===== src/hw/rtl/cse_pkg.sv =====
// Shared types, constants and fixed-point helpers for the Chebyshev series evaluator.
`default_nettype none

package cse_pkg;

   localparam int DATA_WIDTH         = 32;
   localparam int FRAC_BITS          = 24;
   localparam int IDX_WIDTH          = 6;
   localparam int CSR_INDEX_WIDTH    = 2;
   localparam int DEFAULT_COEF_DEPTH = 64;
   localparam int PROD_WIDTH         = 2 * DATA_WIDTH + 1;

   typedef logic signed [DATA_WIDTH-1:0] data_type;
   typedef logic signed [PROD_WIDTH-1:0] prod_type;
   typedef logic [IDX_WIDTH-1:0]         idx_type;

   localparam data_type DATA_MAX = {1'b0, {(DATA_WIDTH-1){1'b1}}};
   localparam data_type DATA_MIN = {1'b1, {(DATA_WIDTH-1){1'b0}}};
   localparam data_type FIX_ONE  = data_type'(1) << FRAC_BITS;

   // half an LSB after the shift: FRAC_BITS for plain products, FRAC_BITS-1 for 2*t*b
   localparam prod_type ROUND_FULL = prod_type'(1) << (FRAC_BITS - 1);
   localparam prod_type ROUND_STEP = prod_type'(1) << (FRAC_BITS - 2);

   localparam idx_type  RESET_DEGREE = idx_type'(2);
   localparam data_type RESET_CENTER = '0;

   typedef enum logic {
      OP_LOAD = 1'b0,
      OP_EVAL = 1'b1
   } opcode_type;

   typedef enum logic [CSR_INDEX_WIDTH-1:0] {
      CSR_DEGREE = 2'd0,
      CSR_CENTER = 2'd1,
      CSR_INV_HW = 2'd2
   } csr_index_type;

   typedef struct packed {
      opcode_type opcode;
      idx_type    coef_index;
      data_type   coef_value;
      data_type   arg_value;
   } req_type;

   typedef struct packed {
      data_type series_value;
      logic     saturated;
   } rsp_type;

   typedef enum logic [2:0] {
      ST_IDLE,
      ST_TMUL,
      ST_TRND,
      ST_MUL,
      ST_ACC,
      ST_SUB
   } state_type;

   typedef struct packed {
      logic load_write;
      logic eval_start;
      logic t_mul;
      logic t_round;
      logic step_mul;
      logic step_acc;
      logic step_sub;
      logic out_load;
   } cmd_type;

   typedef struct packed {
      logic k_zero;
      logic out_free;
   } status_type;

   typedef struct packed {
      data_type value;
      logic     ovf;
   } sat_result_type;

   function automatic sat_result_type sat_add(data_type a, data_type b);
      logic signed [DATA_WIDTH:0] sum;
      sat_result_type r;
      sum = {a[DATA_WIDTH-1], a} + {b[DATA_WIDTH-1], b};
      r.ovf = sum[DATA_WIDTH] ^ sum[DATA_WIDTH-1];
      if (r.ovf) begin
         r.value = sum[DATA_WIDTH] ? DATA_MIN : DATA_MAX;
      end else begin
         r.value = sum[DATA_WIDTH-1:0];
      end
      return r;
   endfunction

   function automatic sat_result_type sat_sub(data_type a, data_type b);
      logic signed [DATA_WIDTH:0] diff;
      sat_result_type r;
      diff = {a[DATA_WIDTH-1], a} - {b[DATA_WIDTH-1], b};
      r.ovf = diff[DATA_WIDTH] ^ diff[DATA_WIDTH-1];
      if (r.ovf) begin
         r.value = diff[DATA_WIDTH] ? DATA_MIN : DATA_MAX;
      end else begin
         r.value = diff[DATA_WIDTH-1:0];
      end
      return r;
   endfunction

   // p already holds the rounding half LSB; step selects the shift by FRAC_BITS-1
   function automatic sat_result_type round_sat(prod_type p, logic step);
      prod_type s;
      sat_result_type r;
      s = step ? (p >>> (FRAC_BITS - 1)) : (p >>> FRAC_BITS);
      if ((s[PROD_WIDTH-1:DATA_WIDTH-1] == '0) || (s[PROD_WIDTH-1:DATA_WIDTH-1] == '1)) begin
         r.value = s[DATA_WIDTH-1:0];
         r.ovf   = 1'b0;
      end else begin
         r.value = s[PROD_WIDTH-1] ? DATA_MIN : DATA_MAX;
         r.ovf   = 1'b1;
      end
      return r;
   endfunction

endpackage

`default_nettype wire


===== src/hw/rtl/cse_ctrl.sv =====
// Sequencer for coefficient loads and the Clenshaw evaluation loop.
`default_nettype none

module cse_ctrl (
   input  wire logic                clock,
   input  wire logic                reset,
   input  wire logic                req_valid,
   input  wire cse_pkg::opcode_type req_opcode,
   input  wire cse_pkg::status_type status,
   output logic                     req_stall,
   output cse_pkg::cmd_type         cmd
);

   cse_pkg::state_type state_ff;
   cse_pkg::state_type state_in;

   always_ff @(posedge clock) begin
      if (reset) begin
         state_ff <= cse_pkg::ST_IDLE;
      end else begin
         state_ff <= state_in;
      end
   end

   always_comb begin
      state_in  = state_ff;
      cmd       = '0;
      req_stall = 1'b1;
      unique case (state_ff)
         cse_pkg::ST_IDLE: begin
            req_stall = 1'b0;
            if (req_valid) begin
               if (req_opcode == cse_pkg::OP_EVAL) begin
                  cmd.eval_start = 1'b1;
                  state_in       = cse_pkg::ST_TMUL;
               end else begin
                  cmd.load_write = 1'b1;
               end
            end
         end
         cse_pkg::ST_TMUL: begin
            cmd.t_mul = 1'b1;
            state_in  = cse_pkg::ST_TRND;
         end
         cse_pkg::ST_TRND: begin
            cmd.t_round = 1'b1;
            state_in    = cse_pkg::ST_MUL;
         end
         cse_pkg::ST_MUL: begin
            cmd.step_mul = 1'b1;
            state_in     = cse_pkg::ST_ACC;
         end
         cse_pkg::ST_ACC: begin
            cmd.step_acc = 1'b1;
            state_in     = cse_pkg::ST_SUB;
         end
         cse_pkg::ST_SUB: begin
            if (!status.k_zero) begin
               cmd.step_sub = 1'b1;
               state_in     = cse_pkg::ST_MUL;
            end else if (status.out_free) begin
               cmd.out_load = 1'b1;
               state_in     = cse_pkg::ST_IDLE;
            end
         end
         default: begin
            state_in = cse_pkg::ST_IDLE;
         end
      endcase
   end

endmodule

`default_nettype wire


===== config.mk =====
export PLATFORM = sky130hd
export DESIGN_NAME = cse_ctrl
export DESIGN_NICKNAME = d
export VERILOG_FILES = /design/src/hw/rtl/cse_pkg.sv /design/src/hw/rtl/cse_ctrl.sv
export SDC_FILE = /design/constraint.sdc
export NUM_CORES = 1
export LEC_CHECK = 0
export ABC_AREA = 0
export BUFFER_PORTS_ARGS = -buffer_cell sky130_fd_sc_hd__clkbuf_2
export CAP_MARGIN = 5
export CORE_AREA = 2 2 39 41
export CTS_BUF_LIST = sky130_fd_sc_hd__clkbuf_4 sky130_fd_sc_hd__clkbuf_8
export CTS_CLUSTER_DIAMETER = 80
export CTS_CLUSTER_SIZE = 12
export DETAILED_ROUTE_END_ITERATION = 7
export DIE_AREA = 0 0 41 43
export PLACE_DENSITY = 0.36
export SLEW_MARGIN = 0
export SYNTH_ARGS = -nofsm -noshare
export SYNTH_HDL_FRONTEND = slang
export SYNTH_SLANG_ARGS = --single-unit

===== constraint.sdc =====
create_clock -name clock -period 1.5 [get_ports clock]
set_input_delay 0.075 -clock clock [delete_from_list [all_inputs] [get_ports clock]]
set_output_delay 0.075 -clock clock [all_outputs]
set_load 0.01 [all_outputs]

==> impl_metrics.json <==
{
  "drc": 0,
  "cp_cell_sequence": "nor3_1 > and3_1 > clkbuf_2",
  "power_leakage_nw": 0.162,
  "reg2reg_to": "state_ff[0]$_SDFFE_PP0P_",
  "ctsLongestPathBuffers": 2,
  "vias": 265,
  "holdCritStartpoint": "reset",
  "die_w_um": 41,
  "holdPathStages": 2,
  "reg2reg_depth": 3,
  "cts_resized": 0,
  "synth-seq-cells": 3,
  "final-hold-violation-count": 0,
  "layout-drive-gt1-share": 0.435,
  "syn_nets": 35,
  "fin_crit_sh": 0.860,
  "largest_register_ffs": 3,
  "top_register": "state_ff",
  "io_pins": 15,
  "reg_top3": "state_ff x3",
  "holdPathEnd": "state_ff[2]$_SDFFE_PP0P_",
  "place_area_um2": 288,
  "crit_family": "simple AND/OR/NAND/NOR gates",
  "yosys_warnings": 0,
  "combPwrFrac": 0.276,
  "worst_pin_slew_ps": 283,
  "seqPwrFrac": 0.299,
  "fin_setup_tns_ps": 0,
  "die_h_um": 43,
  "rsz0062_at_grt": "false",
  "critical_path.max_stage_delay_ps": 370,
  "track_usage": 0.0843,
  "dp_hpwl_um": 459,
  "final_max_slew_viol_count": 0,
  "synth-seq-area-share": 0.293,
  "worst-path-max-fanout": 7,
  "dr.pass1.iters": 4,
  "final_cell_mix": "clkbuf_2 (14), nor2_1 (5), clkbuf_4 (4)",
  "switching_share": 0.301,
  "fmax_ghz": 0.775,
  "cp.required_ps": 1420,
  "clock_sinks": 3,
  "grt_pass1_wl_um": 979,
  "cts_buffers": 3,
  "postSynthCellCount": 29,
  "clockPowerShare": 0.425,
  "final_common_cell": "clkbuf_2",
  "reg2reg_slack_ps": 300,
  "num_rows": 14,
  "switchingPower_w": 0.000110,
  "cts_hold_buffers": 0,
  "setup-violations-final": 0,
  "final_nets": 53,
  "insertion_delay_ps": 230,
  "worst-path-buf-inv": 1,
  "wl_per_cell_um": 9.11,
  "holdWs_ps": 63.1,
  "htreeDepth": 1,
  "cts.clk_slew.worst_paths_ps": 40,
  "min_path_type": "in2reg",
  "post_cts_buffers": 0,
  "clk_root_buffer_cell": "clkbuf_4",
  "final_area_um2": 318,
  "yosys.cell_types.count": 16,
  "grt-ovfl-total": 0,
  "diodes": 0,
  "intPower_w": 0.000255,
  "cts_tree": "done",
  "cp-end-kind": "output port",
  "portBuffers": 14,
  "worstPathArrival_ps": 1210,
  "wl_um": 565,
  "start_kind": "register",
  "initial_core_util": 0.148,
  "fin_crit_ps": 1290,
  "drt_iter0_markers": 9,
  "p_per_area_nw_per_um2": 1150,
  "finalPower_w": 0.000365,
  "antenna_found_initial": 0,
  "slew_headroom": 0.810,
  "grt_max_degree": 10,
  "grt_pass1_vias": 239,
  "critPathSlowestCell": "dfxtp_1",
  "drv_cap": 0,
  "via_per_inst": 4.27,
  "die_area_um2": 1760,
  "fin_skew_ps": 3.25,
  "syn-cell-area_um2": 205,
  "syn_area_per_cell_um2": 7.08,
  "gp_congestion": 0.609,
  "status": "complete, no violations",
  "synthToLayoutAreaGrowth_pct": 54.9,
  "peakVddDrop_v": 0.000224,
  "criticalPathCategory": "reg2out",
  "core_um2": 1380,
  "reg2reg_from": "state_ff[1]$_SDFFE_PP0P_",
  "drtAntennaViolNets": 0
}
worst reg2reg max path: cells and delay by family (launching register included):
kind	cells	cell delay, ps
flops	1	360
simple gates	2	620
compound gates	1	150
stage by stage:
| step | instances | setup WS, ps | utilization |
|---|---|---|---|
| after floorplan | 29 | 343 | - |
| after global placement | 58 | 289 | 0.208 |
| after detailed placement | 58 | 305 | 0.208 |
| final | 62 | 210 | 0.230 |
| after CTS | 62 | 187 | 0.230 |
| after global routing | 62 | 62.7 | 0.230 |
power groups by stage:
stage	clock, W	combinational [W]	sequential, W
after floorplan	0	0.0000676	0.000103
after global placement	0	0.000104	0.000111
after detailed placement	0	0.000103	0.000110
after CTS	0.000162	0.000103	0.000109
after global routing	0.000171	0.000114	0.000113
final	0.000155	0.000101	0.000109
per-layer routing:
metal,up-vias,share of wire,global-route usage
met3,0,0.083,0.0314
met4,0,0,0.0600
met5,-,0,0
li1,135,-,-
met2,11,0.46,0.116
met1,119,0.45,0.103
cells in the mapped netlist, drive strengths merged:
cell type | instances | area [µm²]
o22ai | 1 | 6.26
dfxtp | 3 | 60.1
buf | 1 | 7.51
o21ba | 1 | 10.0
a221o | 1 | 11.3
a31oi | 1 | 6.26
and3 | 1 | 6.26
nor3b | 2 | 15.0
nor2 | 5 | 18.8
nor3 | 2 | 10.0
inv | 3 | 11.3
or3 | 1 | 6.26
nand2 | 3 | 11.3
a21oi | 2 | 10.0
nand2b | 2 | 15.0
final cells by class:
class | count | area, µm²
multi-input combinational | 22 | 126
fill | 161 | 1070
inverter | 3 | 11.3
clock buffer | 4 | 30.0
timing repair buffer | 14 | 70.1
tap | 16 | 20.0
sequential | 3 | 60.1
cells by family after synthesis:
kind of cell,count (synthesis),share of synthesized area
AOI/OAI and AO/OA,6,0.213
buffers and inverters,4,0.0915
DFF,3,0.293
and+or+nand+nor,16,0.402
worst max path at each step:
| stage | from | endpoint | slack (ps) | cells after the start |
|---|---|---|---|---|
| 6_report | state_ff[0]$_SDFFE_PP0P_ | cmd[6] | 210 | 3 |
| 5_1_grt | state_ff[0]$_SDFFE_PP0P_ | cmd[7] | 60 | 4 |
| 4_1_cts | state_ff[0]$_SDFFE_PP0P_ | cmd[6] | 190 | 3 |
| 3_5_place_dp | state_ff[1]$_SDFFE_PP0P_ | state_ff[0]$_SDFFE_PP0P_ | 300 | 3 |
| 3_3_place_gp | state_ff[1]$_SDFFE_PP0P_ | state_ff[0]$_SDFFE_PP0P_ | 290 | 3 |
| 2_1_floorplan | state_ff[2]$_SDFFE_PP0P_ | state_ff[2]$_SDFFE_PP0P_ | 340 | 4 |
(Power assumes the default switching activity.)
